`src/design/swst_pkg.sv`:
```
// ----------------------------------------------------------------------------
// swst_pkg: shared types and constants for the sample window statistics block
// Sample and result widths, scaling constants, back-end state encoding and
// the status groups passed between the queue, the back end and the top level.
// ----------------------------------------------------------------------------
package swst_pkg;

   // ADC sample width and full-scale code
   localparam int SAMPLE_BITS  = 10;
   localparam int FULL_SCALE   = (2 ** SAMPLE_BITS) - 1;

   // Millivolt scaling against a 2.5 V reference
   localparam int REF_MV       = 2500;
   localparam int MV_W         = 12;
   localparam int PROD_W       = 22;   // holds FULL_SCALE * REF_MV
   localparam int EST_W        = PROD_W + 1 - SAMPLE_BITS;

   // Window length register
   localparam int CFG_W        = 8;
   localparam int WINDOW_RESET = 100;

   typedef logic [SAMPLE_BITS-1:0] sample_type;

   typedef enum logic [2:0] {
      BK_IDLE,
      BK_DIVIDE,
      BK_SCALE,
      BK_ESTIMATE,
      BK_CORRECT
   } back_state_type;

   typedef struct packed {
      logic correcting;
   } back_status_type;

   typedef struct packed {
      logic full;
   } queue_status_type;

endpackage

```
`src/design/sample_window_statistics.sv`:
```
// ----------------------------------------------------------------------------
// sample_window_statistics: windowed min / max / mean of an ADC stream
// Reports maximum, minimum, peak-to-peak, mean and mean in millivolts once
// per window of csr-programmed length.
//
//   channel | direction | handshake             | payload
//   req     | in        | req_valid / req_ready | req_sample
//   rsp     | out       | rsp_valid / rsp_ready | rsp_peak_high .. rsp_mean_millivolts
//   csr     | in        | csr_write_enable      | csr_write_data (window length)
//
// Samples are taken one per cycle; req_ready drops only on a window's last
// sample while the two-entry totals queue is full.
// The back end works each window through the sum / count divide, one quotient
// bit per cycle, then the scale, estimate and correct steps; SUM_W is 17 at
// MAX_WINDOW = 128, and windows shorter than the back end's pass are limited by it.
// A result waits in the output register while the next window is worked on.
// Synchronous reset; no clearing pass. Window length resets to 100.
// ----------------------------------------------------------------------------
module sample_window_statistics #(
   parameter int MAX_WINDOW = 128
) (
   input  logic                                clock,
   input  logic                                reset,
   input  logic                                req_valid,
   output logic                                req_ready,
   input  logic [swst_pkg::SAMPLE_BITS-1:0]    req_sample,
   output logic                                rsp_valid,
   input  logic                                rsp_ready,
   output logic [swst_pkg::SAMPLE_BITS-1:0]    rsp_peak_high,
   output logic [swst_pkg::SAMPLE_BITS-1:0]    rsp_peak_low,
   output logic [swst_pkg::SAMPLE_BITS-1:0]    rsp_peak_to_peak,
   output logic [swst_pkg::SAMPLE_BITS-1:0]    rsp_mean_counts,
   output logic [swst_pkg::MV_W-1:0]           rsp_mean_millivolts,
   input  logic                                csr_write_enable,
   input  logic [swst_pkg::CFG_W-1:0]          csr_write_data
);

   localparam int SB    = swst_pkg::SAMPLE_BITS;
   localparam int CNT_W = $clog2(MAX_WINDOW + 1);
   localparam int SUM_W = $clog2(MAX_WINDOW * swst_pkg::FULL_SCALE + 1);
   localparam int REC_W = 2 * SB + SUM_W + CNT_W;

   logic                        push_valid;
   logic                        push_ready;
   swst_pkg::sample_type        push_high;
   swst_pkg::sample_type        push_low;
   logic [SUM_W-1:0]            push_sum;
   logic [CNT_W-1:0]            push_count;
   logic                        pop_valid;
   logic                        pop_ready;
   logic [REC_W-1:0]            pop_data;
   swst_pkg::queue_status_type  q_status;
   swst_pkg::back_status_type   bk_status;

   swst_front #(
      .MAX_WINDOW (MAX_WINDOW),
      .CNT_W      (CNT_W),
      .SUM_W      (SUM_W)
   ) u_front (
      .clock            (clock),
      .reset            (reset),
      .req_valid        (req_valid),
      .req_ready        (req_ready),
      .req_sample       (req_sample),
      .csr_write_enable (csr_write_enable),
      .csr_write_data   (csr_write_data),
      .push_valid       (push_valid),
      .push_ready       (push_ready),
      .push_high        (push_high),
      .push_low         (push_low),
      .push_sum         (push_sum),
      .push_count       (push_count)
   );

   swst_queue #(
      .WIDTH (REC_W)
   ) u_queue (
      .clock      (clock),
      .reset      (reset),
      .push_valid (push_valid),
      .push_ready (push_ready),
      .push_data  ({push_high, push_low, push_sum, push_count}),
      .pop_valid  (pop_valid),
      .pop_ready  (pop_ready),
      .pop_data   (pop_data),
      .status     (q_status)
   );

   swst_back #(
      .CNT_W (CNT_W),
      .SUM_W (SUM_W)
   ) u_back (
      .clock               (clock),
      .reset               (reset),
      .pop_valid           (pop_valid),
      .pop_ready           (pop_ready),
      .pop_high            (pop_data[REC_W-1 -: SB]),
      .pop_low             (pop_data[REC_W-SB-1 -: SB]),
      .pop_sum             (pop_data[CNT_W +: SUM_W]),
      .pop_count           (pop_data[CNT_W-1:0]),
      .rsp_valid           (rsp_valid),
      .rsp_ready           (rsp_ready),
      .rsp_peak_high       (rsp_peak_high),
      .rsp_peak_low        (rsp_peak_low),
      .rsp_peak_to_peak    (rsp_peak_to_peak),
      .rsp_mean_counts     (rsp_mean_counts),
      .rsp_mean_millivolts (rsp_mean_millivolts),
      .status              (bk_status)
   );

`ifndef NO_ASSERTIONS
   // A result appears only out of the correction step
   a_rsp_from_correct : assert property (@(posedge clock) disable iff (reset)
      $rose(rsp_valid) |-> $past(bk_status.correcting))
      else $error("result raised without a finished correction step");

   // Input stalls only when the totals queue is full
   a_stall_on_full : assert property (@(posedge clock) disable iff (reset)
      (req_valid && !req_ready) |-> q_status.full)
      else $error("sample stalled while the queue had room");

   // Peak fields agree with each other
   a_peak_consistent : assert property (@(posedge clock) disable iff (reset)
      rsp_valid |-> (rsp_peak_low <= rsp_peak_high) &&
                    (rsp_peak_to_peak == SB'(rsp_peak_high - rsp_peak_low)))
      else $error("peak fields inconsistent");

   // Scaled mean never exceeds the reference
   a_mv_range : assert property (@(posedge clock) disable iff (reset)
      rsp_valid |-> (rsp_mean_millivolts <= swst_pkg::MV_W'(swst_pkg::REF_MV)))
      else $error("millivolt result above reference");
`endif

endmodule

```
`src/design/swst_front.sv`:
```
// ----------------------------------------------------------------------------
// swst_front: window accumulator
// Holds the window length register, takes one sample per item and keeps the
// running maximum, minimum, sum and count. The item that closes the window
// pushes its totals into the queue and restarts the window.
// ----------------------------------------------------------------------------
module swst_front #(
   parameter int MAX_WINDOW = 128,
   parameter int CNT_W      = 8,
   parameter int SUM_W      = 17
) (
   input  logic                               clock,
   input  logic                               reset,
   input  logic                               req_valid,
   output logic                               req_ready,
   input  swst_pkg::sample_type               req_sample,
   input  logic                               csr_write_enable,
   input  logic [swst_pkg::CFG_W-1:0]         csr_write_data,
   output logic                               push_valid,
   input  logic                               push_ready,
   output swst_pkg::sample_type               push_high,
   output swst_pkg::sample_type               push_low,
   output logic [SUM_W-1:0]                   push_sum,
   output logic [CNT_W-1:0]                   push_count
);

   localparam int CMP_W     = (CNT_W > swst_pkg::CFG_W) ? CNT_W : swst_pkg::CFG_W;
   localparam int LEN_RESET = (swst_pkg::WINDOW_RESET > MAX_WINDOW) ?
                              MAX_WINDOW : swst_pkg::WINDOW_RESET;

   logic [CNT_W-1:0]     len_ff, len_in;
   logic [CNT_W-1:0]     seen_ff, seen_in;
   swst_pkg::sample_type high_ff, high_in;
   swst_pkg::sample_type low_ff, low_in;
   logic [SUM_W-1:0]     sum_ff, sum_in;

   logic [CMP_W-1:0]     wr_ext;
   logic [CNT_W:0]       seen_inc;
   logic                 first;
   logic                 close;
   logic                 accept;

   // Clamp the written length into 1..MAX_WINDOW
   always_comb begin
      wr_ext = CMP_W'(csr_write_data);
      len_in = len_ff;
      if (csr_write_enable) begin
         if (wr_ext == '0) begin
            len_in = CNT_W'(1);
         end else if (wr_ext > CMP_W'(MAX_WINDOW)) begin
            len_in = CNT_W'(MAX_WINDOW);
         end else begin
            len_in = wr_ext[CNT_W-1:0];
         end
      end
   end

   // Window end depends on the count only, never on the sample
   assign seen_inc  = {1'b0, seen_ff} + (CNT_W+1)'(1);
   assign close     = seen_inc >= {1'b0, len_ff};
   assign first     = (seen_ff == '0);
   assign req_ready = !close || push_ready;
   assign accept    = req_valid && req_ready;

   // Fold the new sample into the running totals
   always_comb begin
      high_in = high_ff;
      low_in  = low_ff;
      sum_in  = sum_ff;
      if (first || (req_sample > high_ff)) begin
         high_in = req_sample;
      end
      if (first || (req_sample < low_ff)) begin
         low_in = req_sample;
      end
      if (first) begin
         sum_in = SUM_W'(req_sample);
      end else begin
         sum_in = sum_ff + SUM_W'(req_sample);
      end
   end

   // Advance or restart the window count
   always_comb begin
      seen_in = seen_ff;
      if (accept) begin
         if (close) begin
            seen_in = '0;
         end else begin
            seen_in = seen_inc[CNT_W-1:0];
         end
      end
   end

   assign push_valid = req_valid && close;
   assign push_high  = high_in;
   assign push_low   = low_in;
   assign push_sum   = sum_in;
   assign push_count = seen_inc[CNT_W-1:0];

   // Control registers
   always_ff @(posedge clock) begin
      if (reset) begin
         len_ff  <= CNT_W'(LEN_RESET);
         seen_ff <= '0;
      end else begin
         len_ff  <= len_in;
         seen_ff <= seen_in;
      end
   end

   // Running totals
   always_ff @(posedge clock) begin
      if (accept && !close) begin
         high_ff <= high_in;
         low_ff  <= low_in;
         sum_ff  <= sum_in;
      end
   end

endmodule

```
`src/design/swst_queue.sv`:
```
// ----------------------------------------------------------------------------
// swst_queue: two-entry queue of finished window totals
// Lets the accumulator close a new window while the back end is still
// dividing the previous one.
// ----------------------------------------------------------------------------
module swst_queue #(
   parameter int WIDTH = 45
) (
   input  logic                       clock,
   input  logic                       reset,
   input  logic                       push_valid,
   output logic                       push_ready,
   input  logic [WIDTH-1:0]           push_data,
   output logic                       pop_valid,
   input  logic                       pop_ready,
   output logic [WIDTH-1:0]           pop_data,
   output swst_pkg::queue_status_type status
);

   localparam int DEPTH = 2;
   localparam int PTR_W = $clog2(DEPTH);
   localparam int LVL_W = $clog2(DEPTH + 1);

   logic [WIDTH-1:0] entry_ff [DEPTH];
   logic [PTR_W-1:0] wr_ptr_ff, wr_ptr_in;
   logic [PTR_W-1:0] rd_ptr_ff, rd_ptr_in;
   logic [LVL_W-1:0] level_ff, level_in;
   logic             do_push;
   logic             do_pop;

   assign push_ready   = (level_ff != LVL_W'(DEPTH));
   assign pop_valid    = (level_ff != '0);
   assign pop_data     = entry_ff[rd_ptr_ff];
   assign do_push      = push_valid && push_ready;
   assign do_pop       = pop_valid && pop_ready;
   assign status.full  = !push_ready;

   // Move pointers and fill level
   always_comb begin
      wr_ptr_in = wr_ptr_ff;
      rd_ptr_in = rd_ptr_ff;
      level_in  = level_ff;
      if (do_push) begin
         wr_ptr_in = wr_ptr_ff + PTR_W'(1);
      end
      if (do_pop) begin
         rd_ptr_in = rd_ptr_ff + PTR_W'(1);
      end
      case ({do_push, do_pop})
         2'b10:   level_in = level_ff + LVL_W'(1);
         2'b01:   level_in = level_ff - LVL_W'(1);
         default: level_in = level_ff;
      endcase
   end

   always_ff @(posedge clock) begin
      if (reset) begin
         wr_ptr_ff <= '0;
         rd_ptr_ff <= '0;
         level_ff  <= '0;
      end else begin
         wr_ptr_ff <= wr_ptr_in;
         rd_ptr_ff <= rd_ptr_in;
         level_ff  <= level_in;
      end
   end

   // Store pushed totals
   always_ff @(posedge clock) begin
      if (do_push) begin
         entry_ff[wr_ptr_ff] <= push_data;
      end
   end

endmodule

```
`src/design/swst_back.sv`:
```
// ----------------------------------------------------------------------------
// swst_back: statistics finisher
// Pops one window's totals, divides the sum by the count one quotient bit
// per cycle, scales the mean to millivolts and drops the result into the
// output register.
// ----------------------------------------------------------------------------
module swst_back #(
   parameter int CNT_W = 8,
   parameter int SUM_W = 17
) (
   input  logic                                clock,
   input  logic                                reset,
   input  logic                                pop_valid,
   output logic                                pop_ready,
   input  swst_pkg::sample_type                pop_high,
   input  swst_pkg::sample_type                pop_low,
   input  logic [SUM_W-1:0]                    pop_sum,
   input  logic [CNT_W-1:0]                    pop_count,
   output logic                                rsp_valid,
   input  logic                                rsp_ready,
   output swst_pkg::sample_type                rsp_peak_high,
   output swst_pkg::sample_type                rsp_peak_low,
   output swst_pkg::sample_type                rsp_peak_to_peak,
   output swst_pkg::sample_type                rsp_mean_counts,
   output logic [swst_pkg::MV_W-1:0]           rsp_mean_millivolts,
   output swst_pkg::back_status_type           status
);

   localparam int SB     = swst_pkg::SAMPLE_BITS;
   localparam int PW     = swst_pkg::PROD_W;
   localparam int EW     = swst_pkg::EST_W;
   localparam int MW     = swst_pkg::MV_W;
   localparam int STEP_W = $clog2(SUM_W);

   swst_pkg::back_state_type state_ff, state_in;

   swst_pkg::sample_type high_ff, high_in;
   swst_pkg::sample_type low_ff, low_in;
   logic [SUM_W-1:0]     quo_ff, quo_in;
   logic [CNT_W-1:0]     rem_ff, rem_in;
   logic [CNT_W-1:0]     den_ff, den_in;
   logic [STEP_W-1:0]    step_ff, step_in;
   logic [PW-1:0]        prod_ff, prod_in;
   logic [EW-1:0]        est_ff, est_in;

   logic                 rsp_valid_ff, rsp_valid_in;
   swst_pkg::sample_type out_high_ff, out_high_in;
   swst_pkg::sample_type out_low_ff, out_low_in;
   swst_pkg::sample_type out_p2p_ff, out_p2p_in;
   swst_pkg::sample_type out_mean_ff, out_mean_in;
   logic [MW-1:0]        out_mv_ff, out_mv_in;

   logic [CNT_W:0]       trial;
   logic [CNT_W:0]       trial_diff;
   logic                 trial_ge;
   logic [PW:0]          est_sum;
   logic [PW:0]          est_times_fs;
   logic [PW:0]          est_rem;
   logic [EW-1:0]        est_fixed;
   logic                 out_free;

   // Restoring divide step
   assign trial      = {rem_ff, quo_ff[SUM_W-1]};
   assign trial_ge   = trial >= {1'b0, den_ff};
   assign trial_diff = trial - {1'b0, den_ff};

   // Divide by 2^SB-1 as a reciprocal series, then one correction
   assign est_sum      = (PW+1)'(prod_ff) + (PW+1)'(prod_ff >> SB)
                       + (PW+1)'(prod_ff >> (2 * SB));
   assign est_times_fs = ((PW+1)'(est_ff) << SB) - (PW+1)'(est_ff);
   assign est_rem      = (PW+1)'(prod_ff) - est_times_fs;
   assign est_fixed    = (est_rem >= (PW+1)'(swst_pkg::FULL_SCALE)) ?
                         (est_ff + EW'(1)) : est_ff;

   assign out_free = !rsp_valid_ff || rsp_ready;

   // Next state and datapath controls
   always_comb begin
      state_in     = state_ff;
      pop_ready    = 1'b0;
      high_in      = high_ff;
      low_in       = low_ff;
      quo_in       = quo_ff;
      rem_in       = rem_ff;
      den_in       = den_ff;
      step_in      = step_ff;
      prod_in      = prod_ff;
      est_in       = est_ff;
      rsp_valid_in = rsp_valid_ff && !rsp_ready;
      out_high_in  = out_high_ff;
      out_low_in   = out_low_ff;
      out_p2p_in   = out_p2p_ff;
      out_mean_in  = out_mean_ff;
      out_mv_in    = out_mv_ff;
      case (state_ff)
         swst_pkg::BK_IDLE: begin
            pop_ready = 1'b1;
            if (pop_valid) begin
               high_in  = pop_high;
               low_in   = pop_low;
               quo_in   = pop_sum;
               rem_in   = '0;
               den_in   = pop_count;
               step_in  = STEP_W'(SUM_W - 1);
               state_in = swst_pkg::BK_DIVIDE;
            end
         end
         swst_pkg::BK_DIVIDE: begin
            rem_in  = trial_ge ? trial_diff[CNT_W-1:0] : trial[CNT_W-1:0];
            quo_in  = {quo_ff[SUM_W-2:0], trial_ge};
            step_in = step_ff - STEP_W'(1);
            if (step_ff == '0) begin
               state_in = swst_pkg::BK_SCALE;
            end
         end
         swst_pkg::BK_SCALE: begin
            prod_in  = PW'(quo_ff[SB-1:0]) * PW'(swst_pkg::REF_MV);
            state_in = swst_pkg::BK_ESTIMATE;
         end
         swst_pkg::BK_ESTIMATE: begin
            est_in   = EW'(est_sum >> SB);
            state_in = swst_pkg::BK_CORRECT;
         end
         swst_pkg::BK_CORRECT: begin
            if (out_free) begin
               rsp_valid_in = 1'b1;
               out_high_in  = high_ff;
               out_low_in   = low_ff;
               out_p2p_in   = high_ff - low_ff;
               out_mean_in  = quo_ff[SB-1:0];
               out_mv_in    = est_fixed[MW-1:0];
               state_in     = swst_pkg::BK_IDLE;
            end
         end
         default: begin
            state_in = swst_pkg::BK_IDLE;
         end
      endcase
   end

   // Control registers
   always_ff @(posedge clock) begin
      if (reset) begin
         state_ff     <= swst_pkg::BK_IDLE;
         rsp_valid_ff <= 1'b0;
      end else begin
         state_ff     <= state_in;
         rsp_valid_ff <= rsp_valid_in;
      end
   end

   // Datapath and output registers
   always_ff @(posedge clock) begin
      high_ff     <= high_in;
      low_ff      <= low_in;
      quo_ff      <= quo_in;
      rem_ff      <= rem_in;
      den_ff      <= den_in;
      step_ff     <= step_in;
      prod_ff     <= prod_in;
      est_ff      <= est_in;
      out_high_ff <= out_high_in;
      out_low_ff  <= out_low_in;
      out_p2p_ff  <= out_p2p_in;
      out_mean_ff <= out_mean_in;
      out_mv_ff   <= out_mv_in;
   end

   assign rsp_valid           = rsp_valid_ff;
   assign rsp_peak_high       = out_high_ff;
   assign rsp_peak_low        = out_low_ff;
   assign rsp_peak_to_peak    = out_p2p_ff;
   assign rsp_mean_counts     = out_mean_ff;
   assign rsp_mean_millivolts = out_mv_ff;
   assign status.correcting   = (state_ff == swst_pkg::BK_CORRECT);

endmodule

```
`config.mk`:
```
export PLATFORM = sky130hd
export DESIGN_NAME = sample_window_statistics
export DESIGN_NICKNAME = d
export VERILOG_FILES = /design/src/design/swst_pkg.sv /design/src/design/sample_window_statistics.sv /design/src/design/swst_front.sv /design/src/design/swst_queue.sv /design/src/design/swst_back.sv
export SDC_FILE = /design/constraint.sdc
export NUM_CORES = 1
export LEC_CHECK = 0
export ABC_AREA = 1
export BUFFER_PORTS_ARGS = -buffer_cell sky130_fd_sc_hd__buf_2
export CAP_MARGIN = 20
export CORE_MARGIN = 2
export CORE_UTILIZATION = 64
export CTS_BUF_LIST = sky130_fd_sc_hd__clkbuf_4 sky130_fd_sc_hd__clkbuf_8
export CTS_CLUSTER_SIZE = 30
export DETAILED_ROUTE_END_ITERATION = 10
export PLACE_DENSITY = 0.82
export SYNTH_ARGS = -nofsm -noshare
export SYNTH_HDL_FRONTEND = slang
export SYNTH_SLANG_ARGS = --single-unit
```
`constraint.sdc`:
```
create_clock -name clock -period 4.7 [get_ports clock]
set_input_delay 0.47 -clock clock [delete_from_list [all_inputs] [get_ports clock]]
set_output_delay 0.47 -clock clock [all_outputs]
set_load 0.05 [all_outputs]
```
# Yosys cells after proc, flatten, opt, wreduce, memory -nomap -nowiden
# Memory sizes are Yosys's and may differ from the RTL's. A register that Yosys moved wholly into a read port is not among the register bits.
# Cells that the tools add are included.
# classes
eq_ne,10
n_mul,1
n_reduce_logical,24
addsub,14
muxes,26
n_lt_le_gt_ge,6
# op_table
operator,count
$mux 8,5
$mux 17,2
$pmux 17 s2,1
$add 22x12->23,1
$add 23x2->23,1
$ge 23x10->1 const B,1
$sub 22x23->23,1
$sub 23x13->23,1
$mul 10x10->20 const B,1
$mux 10,2
$ge 9x8->1,2
$add 17x10->17,1
$logic_not 8->1,2
$pmux 8 s2,1
$pmux 3 s5,1
$add 12x1->12 const B,1
$mux 12,1
$gt 10x10->1,1
$lt 10x10->1,1
$pmux 5 s2,1
$sub 10x10->10,1
$add 8x1->9 const B,1
$mux 3,3
$gt 8x8->1 const B,1
23 further kinds,47
# word_totals
n_memories,1
register_bits,204
input_bits,23
mem_bits_rw,90
out_inout_bits,54
elab_cells,105
# mem_list
name,words,word_bits,read_ports,rd_ports_with_merged_regs,wr,line_no,text
u_queue.entry_ff,2,45,1,1,1,swst_queue.sv:24,logic [WIDTH-1:0] entry_ff [DEPTH];

# Depth between registers and ports, before layout
# Gate-level depths: netlist of run 1.
# logic_depth
depth_word,6
mapped_depth,21
mapped_depth_nobuf,20

# Hierarchy
# From an unflattened synthesis of run 1, not the netlist that was laid out.
# unflattened
cells_unflattened,1785
area_unflattened_um2,17595.6
# by_module_without_submodules
mod,instances,cells_per_inst,seq_area_each_um2,area_each_um2
swst_back,1,1165,4374.2,10349.9
swst_queue,1,181,2802.7,3706.1
swst_front,1,439,1431.4,3539.6

# Worst setup path before layout of run 1
# OpenSTA, ideal clock, no wires.
# synth_path
path_kind,register to register
from,register u_front.seen_ff[0]
to,"memory u_queue.entry_ff[1][0], enable pin"
path_buffers,0
setup_ns,0.449
stages_incl_launch_ff,16
arrival_time_ns,3.832
period_less_slack_ns,4.281
slack_ns,0.419
required_time_ns,4.251
cell_sequence,dfxtp_1 -> ha_1 -> nand2_1 -> inv_1 -> nand2_1 -> xor2_1 -> inv_1 -> ha_1 -> nand2_1 -> o31ai_1 -> nor2_1 -> o21ai_0 -> nand2_1 -> nand2_1 -> nand2_1 -> nor2_1
# synth_via
elab_chain_cells,6
# synth_rtl
element,line_no,text
from (decl),swst_front.sv:32,"logic [CNT_W-1:0] seen_ff, seen_in;"
from (signal assigned),swst_front.sv:108,seen_ff <= seen_in;
$add 8x1->9,swst_front.sv:59,"assign seen_inc = {1'b0, seen_ff} + (CNT_W+1)'(1);"
via push_count[4],sample_window_statistics.sv:48,logic [CNT_W-1:0] push_count;
$ge 9x8->1,swst_front.sv:60,"assign close = seen_inc >= {1'b0, len_ff};"
$logic_and 1x1->1,swst_front.sv:95,assign push_valid = req_valid && close;
$logic_and 1x1->1,swst_queue.sv:34,assign do_push = push_valid && push_ready;
$mux 1,swst_queue.sv:70,if (do_push) begin
$mux 1 (not written as such),swst_queue.sv:71,entry_ff[wr_ptr_ff] <= push_data;
to (decl),swst_queue.sv:24,
# The timed path passes the listed nets, and every way through them passes these cells.

# Worst setup path after layout of run 1
# layout_path
from,register u_back.quo_ff[6]
to,"register u_back.prod_ff[19], data pin"
# layout_via
elab_chain_cells,1
# layout_rtl
element,line_no,text
from (decl),swst_back.sv:39,"logic [SUM_W-1:0] quo_ff, quo_in;"
from (signal assigned),swst_back.sv:156,quo_ff <= quo_in;
$mul 10x10->20,swst_back.sv:117,prod_in = PW'(quo_ff[SB-1:0]) * PW'(swst_pkg::REF_MV);
to (signal assigned),swst_back.sv:160,prod_ff <= prod_in;
to (decl),swst_back.sv:43,"logic [PW-1:0] prod_ff, prod_in;"
# Every way passes these cells.
# A chain may end at the register's enable or synchronous reset.

==> results of run 1 <==
-- sequential cells by signal, indices dropped and copies added, names as in the netlist, 12 cells and up, named ones only --
signal,cells
u_front.sum_ff,17
u_back.prod_ff,20
u_back.rsp_mean_millivolts,12
u_queue.entry_ff,90
u_back.quo_ff,17
u_back.est_ff,13
-- area by class of cell --
cell class | instances | area [sq um] | area share (%)
timing repair buffer | 90 | 505 | 2.71
clock inverter | 29 | 215 | 1.15
sequential | 295 | 8610 | 46.1
tap | 335 | 419 | 2.25
inverter | 269 | 1010 | 5.41
multi-input combinational | 1158 | 7180 | 38.5
clock buffer | 56 | 721 | 3.86
-- cell usage after synthesis, drive strengths merged (21+ instances only) --
| cell type | count |
|---|---|
| nand4 | 27 |
| xor2 | 42 |
| ha | 160 |
| nor3 | 27 |
| inv | 268 |
| nand2 | 429 |
| nand3 | 60 |
| fa | 23 |
| o21ai | 72 |
| dfxtp | 25 |
| a21oi | 103 |
| edfxtp | 270 |
| nor2 | 123 |
| clkbuf | 21 |
-- power by group through the flow --
| stage | logic (mW) | registers [mW] | clock network (mW) |
|---|---|---|---|
| 3_3_place_gp | 6.66 | 4.04 | 0 |
| 6_report | 7.23 | 4.01 | 2.20 |
| 2_1_floorplan | 5.47 | 3.99 | 0 |
| 3_5_place_dp | 7.02 | 4.06 | 0 |
| 5_1_grt | 8.33 | 4.05 | 2.34 |
| 4_1_cts | 7.21 | 4.01 | 2.22 |
-- critical path: stages, from the launching register on --
cell,delay [ns]
edfxtp_1,0.54
fa_1,0.53
ha_1,0.28
inv_1,0.05
fa_1,0.52
inv_1,0.04
ha_1,0.30
ha_1,0.30
ha_1,0.37
nand2_1,0.13
a21oi_1,0.07
a211oi_1,0.24
nand2_1,0.15
a21boi_1,0.26
o21ai_0,0.14
xor2_1,0.16
-- worst min path at each step --
stage | startpoint | to | slack, ns | cells after the start
floorplan | u_queue.rd_ptr_ff$_SDFFE_PP0P_ | flip-flop | 0.43 | 1
global placement | u_back.high_ff[0]$_DFFE_PP_ | u_back.rsp_peak_high[0]$_DFFE_PP_ | 0.43 | 0
detailed placement | u_back.low_ff[8]$_DFFE_PP_ | u_back.rsp_peak_low[8]$_DFFE_PP_ | 0.44 | 0
CTS | csr_write_data[3] | u_front.len_ff[3]$_SDFFE_PP0P_ | 0.14 | 3
global route | csr_write_data[2] | u_front.len_ff[2]$_SDFFE_PP1P_ | 0.15 | 3
finish | csr_write_data[3] | u_front.len_ff[3]$_SDFFE_PP0P_ | 0.17 | 3
-- stage by stage --
step	worst slack [ns]	util [%]	instance area (sq um)
finish	0.347	71.8	18700
global route	0.0762	71.8	18700
floorplan	0.419	-	16900
global placement	0.486	68.1	17700
detailed placement	0.354	68.1	17700
CTS	0.241	71.7	18600
-- placed cells by master, fill, tap and decap left out, types with 5 or more instances in the layout --
| master | instances |
|---|---|
| clkinv_1 | 20 |
| inv_1 | 258 |
| edfxtp_1 | 270 |
| nand3b_1 | 5 |
| o21ai_0 | 72 |
| a21oi_1 | 100 |
| a31oi_1 | 19 |
| clkbuf_8 | 48 |
| xnor2_1 | 18 |
| nand3_2 | 5 |
| fa_1 | 23 |
| dfxtp_1 | 25 |
| o211ai_1 | 5 |
| ha_1 | 160 |
| nor3_1 | 24 |
| nor2_1 | 113 |
| nand3_1 | 55 |
| inv_2 | 10 |
| nand4_1 | 27 |
| buf_2 | 76 |
| buf_4 | 13 |
| o31ai_1 | 6 |
| nor4_1 | 8 |
| xor2_1 | 42 |
| nand2_1 | 425 |
| nor2_2 | 6 |
| clkbuf_4 | 8 |
-- per-layer routing --
| layer | GRT usage [%] | vias to the layer above | wire length, um |
|---|---|---|---|
| met2 | 43.9 | 465 | 17200 |
| met4 | 11.0 | 0 | 1210 |
| met3 | 3.77 | 95 | 2280 |
| li1 | - | 6118 | - |
| met5 | 0 | - | 0 |
| met1 | 33.8 | 5739 | 15000 |
-- kinds of logic (layout without fill, tap and decap cells) --
kind of cell	count (synthesis)	after routing
buf+inv	296	444
simple gates	689	689
fa+ha+maj	183	183
compound gates	226	226
xor+xnor	60	60
flops	295	295
-- repair_timing --
| item | CTS | global route |
|---|---|---|
| setup endpoints to repair | 0 | 1 |
| endpoints found under the hold margin | 0 | 0 |
| resized for setup | 0 | 1 |
| hold buffers | 0 | 0 |
==> flow_metrics.py, run 1 <==
metrics = {
    "global_routing": {
        "grt_usage_pct": 26.0,
        "grt-ovfl-total": 0,
        "grt_max_degree": 47,
        "antenna_found_initial": 0,
        "grt_pass1_vias": 12200,
        "grt_pass1_wl_um": 58300,
    },
    "power": {
        "power_density_mw_per_mm2": 720,
        "irDropWorstVdd_mv": 0.923,
        "power_mw": 13.4,
        "p_int_mw": 7.75,
        "p_clk_share_pct": 16.3,
        "p_comb_share_pct": 53.8,
        "seqPwrFrac_pct": 29.9,
        "switchingPower_mw": 5.68,
        "p_leak_nw": 8.38,
        "swShare_pct": 42.3,
    },
    "route": {
        "post-route-drc-count": 0,
        "drt_iter0_drc": 1273,
        "vias": 12400,
        "drt-wirelength-per-cell_um": 16.0,
        "drt-total-wl_um": 35700,
        "antenna_left": 0,
        "vias_per_cell": 5.56,
        "drtPass1Iterations": 5,
    },
    "floorplan": {
        "die-width_um": 166,
        "ios": 77,
        "dieArea_sq_mm": 0.0277,
        "num_rows": 59,
        "die_y_um": 166,
        "initial_core_util_pct": 64.9,
        "core_area_sq_mm": 0.0260,
    },
    "synthesis": {
        "synth_area_leaders": "edfxtp_1 48%, ha_1 12%, nand2_1 9.5%",
        "ys_seq_area_share_pct": 51.0,
        "synth_warnings": 0,
        "ys_async_sr_fraction_pct": 0,
        "syn_nets": 1955,
        "synth-simple-area-share_pct": 17.2,
        "synthXorXnorAreaFrac_pct": 3.11,
        "synthMuxAreaShare_pct": 0,
        "yosysTopAreaCellShare_pct": 48.0,
        "synth.distinct_cells": 47,
        "syn_avg_cell_area_sq_um": 9.65,
        "yosys.area.top_type": "edfxtp_1",
        "synthAdderAreaFrac_pct": 14.6,
        "ys_ff_latch": 295,
        "synth_enable_flop_cells": 270,
        "ys.flop_type": "edfxtp_1",
        "synth_top_family_by_area": "simple AND/OR/NAND/NOR gates",
        "syn_inst": 1749,
        "synth_compound_area_share_pct": 7.39,
        "syn_area_sq_mm": 0.0169,
    },
    "sta": {
        "slew_headroom_pct": 31.1,
        "grt_setup_unrepaired": "no",
        "worst_slew_pin_slew_ns": 1.03,
        "max_freq_ghz": 0.230,
        "setup_viol": 0,
        "post-route-period-util_pct": 92.6,
        "period_needed_ns": 4.35,
        "skew_ns": 0.0186,
        "maxSlewViolCount": 0,
        "hold_viol_final": 0,
        "setup_tns_ns": 0,
        "holdWs_ns": 0.168,
    },
    "finish": {
        "final_cells": 2232,
        "nNetsFinal": 2067,
        "drive_gt1_share_pct": 10.2,
        "fillCellCount": 1811,
        "diodes": 0,
        "syn2layout_area_growth_pct": 10.6,
    },
    "placement": {
        "place_congestion": 0.910,
        "place_inst": 2145,
        "post-dp-hpwl_um": 26000,
        "io_buffers": 76,
    },
    "job": {
        "drv_cap": 0,
    },
    "critical_path": {
        "cp-end-kind": "flip-flop",
        "rr_endpoint": "u_back.prod_ff[19]$_DFFE_PN_",
        "crit_type": "reg -> reg",
        "rr_startpoint": "u_back.quo_ff[6]$_DFFE_PP_",
        "r2r_setup_slack_ns": 0.35,
        "cp_max_fo": 7,
        "startpoint_type": "flip-flop",
        "rr_worst_depth": 15,
        "cp.required_ns": 5.02,
        "critical_path.endpoint": "u_back.prod_ff[19]$_DFFE_PN_",
        "crit_path_start": "u_back.quo_ff[6]$_DFFE_PP_",
        "critPathArrivalTime_ns": 4.67,
    },
    "clock_tree": {
        "ctsHtreeMaxLevel": 2,
        "cts_root_buf": "clkbuf_8",
        "cts_tree": "built",
        "cts_sinks": 295,
        "cts.clk_slew.worst_paths_ns": 0.07,
        "clockBufferDepth": 3,
        "cts_buffers": 47,
        "clk_latency_ns": 0.57,
        "post_cts.repair.setup_buffers": 0,
    },
    "min_path": {
        "hp-class": "in -> reg",
    },
    "outcome": {
        "status": "finished clean",
    },
}
Power figures use the tool's default switching activity.
==> inputs of run 2 (changes only) <==
--- a/config.mk
+++ b/config.mk
@@ -8,7 +8,7 @@
 export ABC_AREA = 1
 export BUFFER_PORTS_ARGS = -buffer_cell sky130_fd_sc_hd__buf_2
 export CAP_MARGIN = 20
-export CORE_MARGIN = 2
+export CORE_MARGIN = 8
 export CORE_UTILIZATION = 64
 export CTS_BUF_LIST = sky130_fd_sc_hd__clkbuf_4 sky130_fd_sc_hd__clkbuf_8
 export CTS_CLUSTER_SIZE = 30
==> constraint.sdc (replaced) <==
create_clock -name clock -period 4.6 [get_ports clock]
set_input_delay 0.46 -clock clock [delete_from_list [all_inputs] [get_ports clock]]
set_output_delay 0.46 -clock clock [all_outputs]
set_load 0.05 [all_outputs]
==> run 2 against run 1 <==
Largest cell class unchanged; clock skew up 0.0091 ns; design area up 0.24%; non-clock buffer count up 1; final cell count up 0.18%; wire length up 4.3%; worst hold slack worse by 0.017 ns; sequential power up 2%; highest routed layer unchanged.
==> flow_metrics.py, run 2 (synthesis results as in run 1) <==
metrics = {
    "sta": {
        "worst_slew_pin_slew_ns": 1.02,
        "grt_setup_unrepaired": "no",
        "hold_viol_final": 0,
        "setup_viol": 0,
        "max_freq_ghz": 0.232,
        "maxSlewViolCount": 0,
        "slew_headroom_pct": 31.5,
        "skew_ns": 0.0276,
        "setup_tns_ns": 0,
        "fin_ws_ns": 0.284,
        "post-route-period-util_pct": 93.8,
        "period_needed_ns": 4.32,
    },
    "critical_path": {
        "worst-path-buf-inv": 2,
        "startpoint_type": "flip-flop",
        "critPathArrivalTime_ns": 4.62,
        "path_cells": "fa_1, ha_1, inv_1, fa_1, inv_1, ha_1, ha_1, ha_1, nand2_1, a21oi_1, a211oi_1, nand2_1, a21boi_1, o21ai_0, xor2_1",
        "crit_type": "reg -> reg",
        "cpLargestDelayFamily": "adder cells",
        "cp_max_fo": 7,
        "cp-end-kind": "flip-flop",
        "crit_slowest_cell": "edfxtp_1",
        "cp.required_ns": 4.90,
        "max_stage_delay_ns": 0.55,
        "cp_common_cell": "ha_1",
    },
    "placement": {
        "post-dp-hpwl_um": 26800,
        "place_ws_ns": 0.300,
        "io_buffers": 76,
        "place_congestion": 0.912,
    },
    "power": {
        "p_leak_nw": 8.43,
        "irDropWorstVdd_mv": 0.876,
        "power_density_mw_per_mm2": 741,
    },
    "global_routing": {
        "grt_usage_pct": 23.4,
        "grt_pass1_vias": 12300,
        "grt-ovfl-total": 0,
        "grt_pass1_wl_um": 59800,
        "antenna_found_initial": 0,
        "grt_max_degree": 53,
    },
    "route": {
        "drtPass1Iterations": 6,
        "post-route-drc-count": 0,
        "drt_iter0_drc": 1168,
        "vias": 12500,
        "antenna_left": 0,
        "vias_per_cell": 5.59,
        "drt-wirelength-per-cell_um": 16.7,
        "drt-total-wl_um": 37200,
    },
    "floorplan": {
        "ios": 77,
        "die-width_um": 178,
        "initial_core_util_pct": 64.9,
        "num_rows": 59,
        "core_area_sq_mm": 0.0260,
        "die_y_um": 178,
        "dieArea_sq_mm": 0.0318,
    },
    "min_path": {
        "hp-class": "in -> reg",
    },
    "clock_tree": {
        "ctsHoldBuffers": 0,
        "cts_buffers": 47,
        "ctsHtreeMaxLevel": 2,
        "cts_tree": "built",
        "cts_root_buf": "clkbuf_8",
        "clockBufferDepth": 3,
        "cts.clk_slew.worst_paths_ns": 0.06,
        "cts_sinks": 295,
        "clk_latency_ns": 0.57,
    },
    "finish": {
        "layout_common_cells": "425 x nand2_1, 270 x edfxtp_1, 258 x inv_1",
        "final_common_cell": "nand2_1",
        "drive_gt1_share_pct": 10.8,
        "syn2layout_area_growth_pct": 10.8,
        "reg_top3": "u_queue.entry_ff (90), u_back.prod_ff (20)",
        "top_register": "u_queue.entry_ff",
        "nNetsFinal": 2068,
        "largest_reg_flops": 90,
        "fillCellCount": 1840,
        "diodes": 0,
    },
    "job": {
        "drv_cap": 0,
    },
    "outcome": {
        "status": "finished clean",
    },
}
[run 2: cell types whose count changed in the layout (fill, tap and decap cells not counted)]
cell	delta
clkinv_2	+10
clkinv_1	-8
buf_4	+2
clkbuf_8	+2
buf_16	-1
bufinv_16	+1
clkbuf_4	+1
clkinv_4	-1
clkinvlp_4	-1
inv_8	-1
[run 2: tightest hold or removal path: cells and delay by family]
family          cells  cell delay, ns
simple gates        1            0.06
compound gates      1            0.05
buf+inv             1            0.11
[run 2: path summary, 6_finish.rpt]
path | cells after the start | from | endpoint | slack [ns]
worst max register to register | 15 | u_back.quo_ff[5]$_DFFE_PP_ | u_back.prod_ff[19]$_DFFE_PN_ | 0.28
worst min register to register | 0 | u_back.high_ff[8]$_DFFE_PP_ | u_back.rsp_peak_high[8]$_DFFE_PP_ | 0.46
worst max-delay path | 15 | u_back.quo_ff[5]$_DFFE_PP_ | u_back.prod_ff[19]$_DFFE_PN_ | 0.28
worst min-delay path | 3 | csr_write_data[3] | u_front.len_ff[3]$_SDFFE_PP0P_ | 0.15
[run 2: report_power, final]
| part | leakage [nW] | internal [mW] | total (mW) | switching [mW] |
|---|---|---|---|---|
| combinational | 5.21 | 2.86 | 7.41 | 4.55 |
| sequential | 2.69 | 3.85 | 4.11 | 0.256 |
| clock | 0.532 | 1.31 | 2.34 | 1.03 |
| total | 8.43 | 8.03 | 13.9 | 5.83 |
[run 2: layer usage]
layer	routed length (um)	GRT usage, %	vias to the layer above
met5	0	0	-
met2	18200	40.9	488
li1	-	-	6126
met3	2580	3.81	95
met1	15400	29.1	5788
met4	1060	8.30	0
[run 2: through the flow]
| stage | std cells | power, mW | hold WS [ns] | utilization [%] | cell area, sq um |
|---|---|---|---|---|---|
| after floorplan | 1749 | 9.67 | 0.426 | - | 16900 |
| final | 2236 | 13.9 | 0.151 | 72.0 | 18700 |
| after detailed placement | 2146 | 11.3 | 0.438 | 68.1 | 17700 |
| after global routing | 2236 | 15.1 | 0.135 | 72.0 | 18700 |
| after global placement | 2146 | 10.9 | 0.435 | 68.1 | 17700 |
| after CTS | 2234 | 13.8 | 0.118 | 71.9 | 18700 |
[run 2: area by class of cell]
| type | instances | area [sq um] | area share [%] |
|---|---|---|---|
| sequential | 295 | 8610 | 46.0 |
| clock buffer | 59 | 756 | 4.04 |
| timing repair buffer | 91 | 493 | 2.64 |
| clock inverter | 29 | 238 | 1.27 |
| multi-input combinational | 1158 | 7180 | 38.4 |
| inverter | 269 | 1010 | 5.40 |
| tap | 335 | 419 | 2.24 |
[run 2: repair_timing]
action,4_1_cts,5_1_grt
endpoints found under the setup margin,0,2
buffers inserted,0,1
resized for setup,0,1
==> inputs of run 3 (changes only) <==
--- a/config.mk
+++ b/config.mk
@@ -14,6 +14,7 @@
 export CTS_CLUSTER_SIZE = 30
 export DETAILED_ROUTE_END_ITERATION = 10
 export PLACE_DENSITY = 0.82
+export RECOVER_POWER = 25
 export SYNTH_ARGS = -nofsm -noshare
 export SYNTH_HDL_FRONTEND = slang
 export SYNTH_SLANG_ARGS = --single-unit
==> run 3 against run 2 <==
Non-clock buffer count stayed put; first-iteration DRC count is 6.7% lower; the flow now finishes with violations (capacitance limit, slew limit); largest power group unchanged; clock skew is 0.0047 ns higher; clock power hardly changed; highest routed layer unchanged; critical endpoint unchanged.
==> flow_metrics.py, run 3 (synthesis results as in run 1) <==
metrics = {
    "placement": {
        "post-dp-hpwl_um": 26800,
        "place_inst": 2146,
        "place_ws_ns": 0.300,
        "io_buffers": 76,
        "place_congestion": 0.912,
        "dpl_cell_area_sq_mm": 0.0177,
    },
    "finish": {
        "drive_gt1_share_pct": 7.79,
        "top_register": "u_queue.entry_ff",
        "largest_reg_flops": 90,
        "multi_input_area_sq_mm": 0.00717,
        "layout_common_cells": "425 x nand2_1, 270 x edfxtp_1, 258 x inv_1",
        "final_area_sq_mm": 0.0186,
        "nNetsFinal": 2068,
        "syn2layout_area_growth_pct": 10.3,
        "layout.area.seq_sq_mm": 0.00861,
        "fillCellCount": 1879,
        "final_common_cell": "nand2_1",
        "final_cells": 2236,
        "reg_top3": "u_queue.entry_ff (90), u_back.prod_ff (20)",
        "diodes": 0,
    },
    "clock_tree": {
        "cts_sinks": 295,
        "cts_tree": "built",
        "cts.clk_slew.worst_paths_ns": 0.06,
        "clockBufferDepth": 3,
        "cts_buffers": 47,
        "ctsHtreeMaxLevel": 2,
        "clk_latency_ns": 0.57,
        "cts_root_buf": "clkbuf_8",
    },
    "global_routing": {
        "antenna_found_initial": 0,
        "grt-ovfl-total": 0,
        "grt_pass1_wl_um": 59800,
        "grt_usage_pct": 23.4,
        "grt_pass1_vias": 12300,
        "grt_max_degree": 53,
    },
    "job": {
        "drv_cap": 2,
    },
    "power": {
        "p_comb_share_pct": 53.4,
        "seqPwrFrac_pct": 29.7,
        "p_leak_nw": 8.27,
        "p_int_mw": 8.02,
        "power_density_mw_per_mm2": 744,
        "switchingPower_mw": 5.83,
        "p_clk_share_pct": 16.9,
        "irDropWorstVdd_mv": 0.878,
        "swShare_pct": 42.1,
    },
    "floorplan": {
        "dieArea_sq_mm": 0.0318,
        "die_y_um": 178,
        "ios": 77,
        "initial_core_util_pct": 64.9,
        "die-width_um": 178,
        "num_rows": 59,
        "core_area_sq_mm": 0.0260,
    },
    "route": {
        "drt_iter0_drc": 1090,
        "post-route-drc-count": 0,
        "vias_per_cell": 5.59,
        "drt-total-wl_um": 37300,
        "antenna_left": 0,
        "drtPass1Iterations": 5,
        "vias": 12500,
        "drt-wirelength-per-cell_um": 16.7,
    },
    "sta": {
        "skew_ns": 0.0323,
        "setup_viol": 0,
        "slew_headroom_pct": -22.3,
        "holdWs_ns": 0.138,
        "maxSlewViolCount": 54,
        "setup_tns_ns": 0,
        "worst_slew_pin_slew_ns": 1.82,
        "hold_viol_final": 0,
        "post-route-period-util_pct": 93.9,
        "fin_ws_ns": 0.282,
        "grt_setup_unrepaired": "no",
        "max_freq_ghz": 0.232,
        "period_needed_ns": 4.32,
    },
    "critical_path": {
        "cp_max_fo": 7,
        "cp_common_cell": "ha_1",
        "critPathArrivalTime_ns": 4.61,
        "max_stage_delay_ns": 0.55,
        "cp.required_ns": 4.90,
        "cp-end-kind": "flip-flop",
        "startpoint_type": "flip-flop",
        "crit_slowest_cell": "edfxtp_1",
        "path_cells": "fa_1, ha_1, inv_1, fa_1, inv_1, ha_1, ha_1, ha_1, nand2_1, a21oi_1, a211oi_1, nand2_1, a21boi_1, o21ai_0, xor2_1",
        "worst-path-buf-inv": 2,
        "cpLargestDelayFamily": "adder cells",
        "crit_type": "reg -> reg",
    },
    "outcome": {
        "violations": "capacitance limit, slew limit",
        "status": "complete, but fails checks",
    },
    "min_path": {
        "hp-class": "in -> reg",
    },
}
==> run 3: cell count changes in the layout (fill, tap and decap cells not counted) <==
cell / delta
buf_2: -53
buf_4: -3
clkbuf_1: +56
nor3_1: +1
nor3_2: -1
==> run 3: tightest hold or removal path, cell delays in order <==
cell      delay (ns)
clkbuf_1        0.09
nand2_1         0.06
a21oi_1         0.05
==> run 3: area by class of cell <==
cell class | count | area share, %
clock buffers | 59 | 4.06
flip-flops and latches | 295 | 46.2
well taps | 335 | 2.25
clock inverters | 29 | 1.28
multi-input cells | 1158 | 38.5
repair buffers | 91 | 2.23
inverters | 269 | 5.42
==> run 3: path summary, 6_finish.rpt <==
path                                                   from                                 to  slack, ns  depth (start not counted)
worst min register to register  u_back.high_ff[8]$_DFFE_PP_  u_back.rsp_peak_high[8]$_DFFE_PP_       0.46                          0
worst min-delay path                      csr_write_data[3]     u_front.len_ff[3]$_SDFFE_PP0P_       0.14                          3
worst max-delay path             u_back.quo_ff[5]$_DFFE_PP_       u_back.prod_ff[19]$_DFFE_PN_       0.28                         15
worst max register to register   u_back.quo_ff[5]$_DFFE_PP_       u_back.prod_ff[19]$_DFFE_PN_       0.28                         15
==> run 3: power by group through the flow <==
stage               Clock [mW]  Sequential [mW]  Combinational (mW)
floorplan                    0             4.08                5.59
global placement             0             4.13                6.81
detailed placement           0             4.15                7.17
CTS                       2.38             4.11                7.36
global route              2.50             4.15                8.46
finish                    2.34             4.11                7.40
==> run 3: through the flow <==
| stage | utilization, % | power [mW] |
|---|---|---|
| floorplan | - | 9.67 |
| global placement | 68.1 | 10.9 |
| detailed placement | 68.1 | 11.3 |
| CTS | 71.9 | 13.8 |
| global route | 71.7 | 15.1 |
| finish | 71.7 | 13.9 |
==> run 3: metal layers <==
layer  up-vias  global-route usage, %  part of all wire [%]
li1       6121                      -                     -
met1      5807                   29.1                    42
met2       477                   40.9                    49
met3        86                   3.81                   6.6
met4         0                   8.30                   2.7
met5         -                      0                     0
==> run 3: what timing repair did <==
item | in CTS | in global routing
resized for setup | 0 | 1
endpoints found under the setup margin | 0 | 2
buffers inserted | 0 | 1
hold buffers | 0 | 0
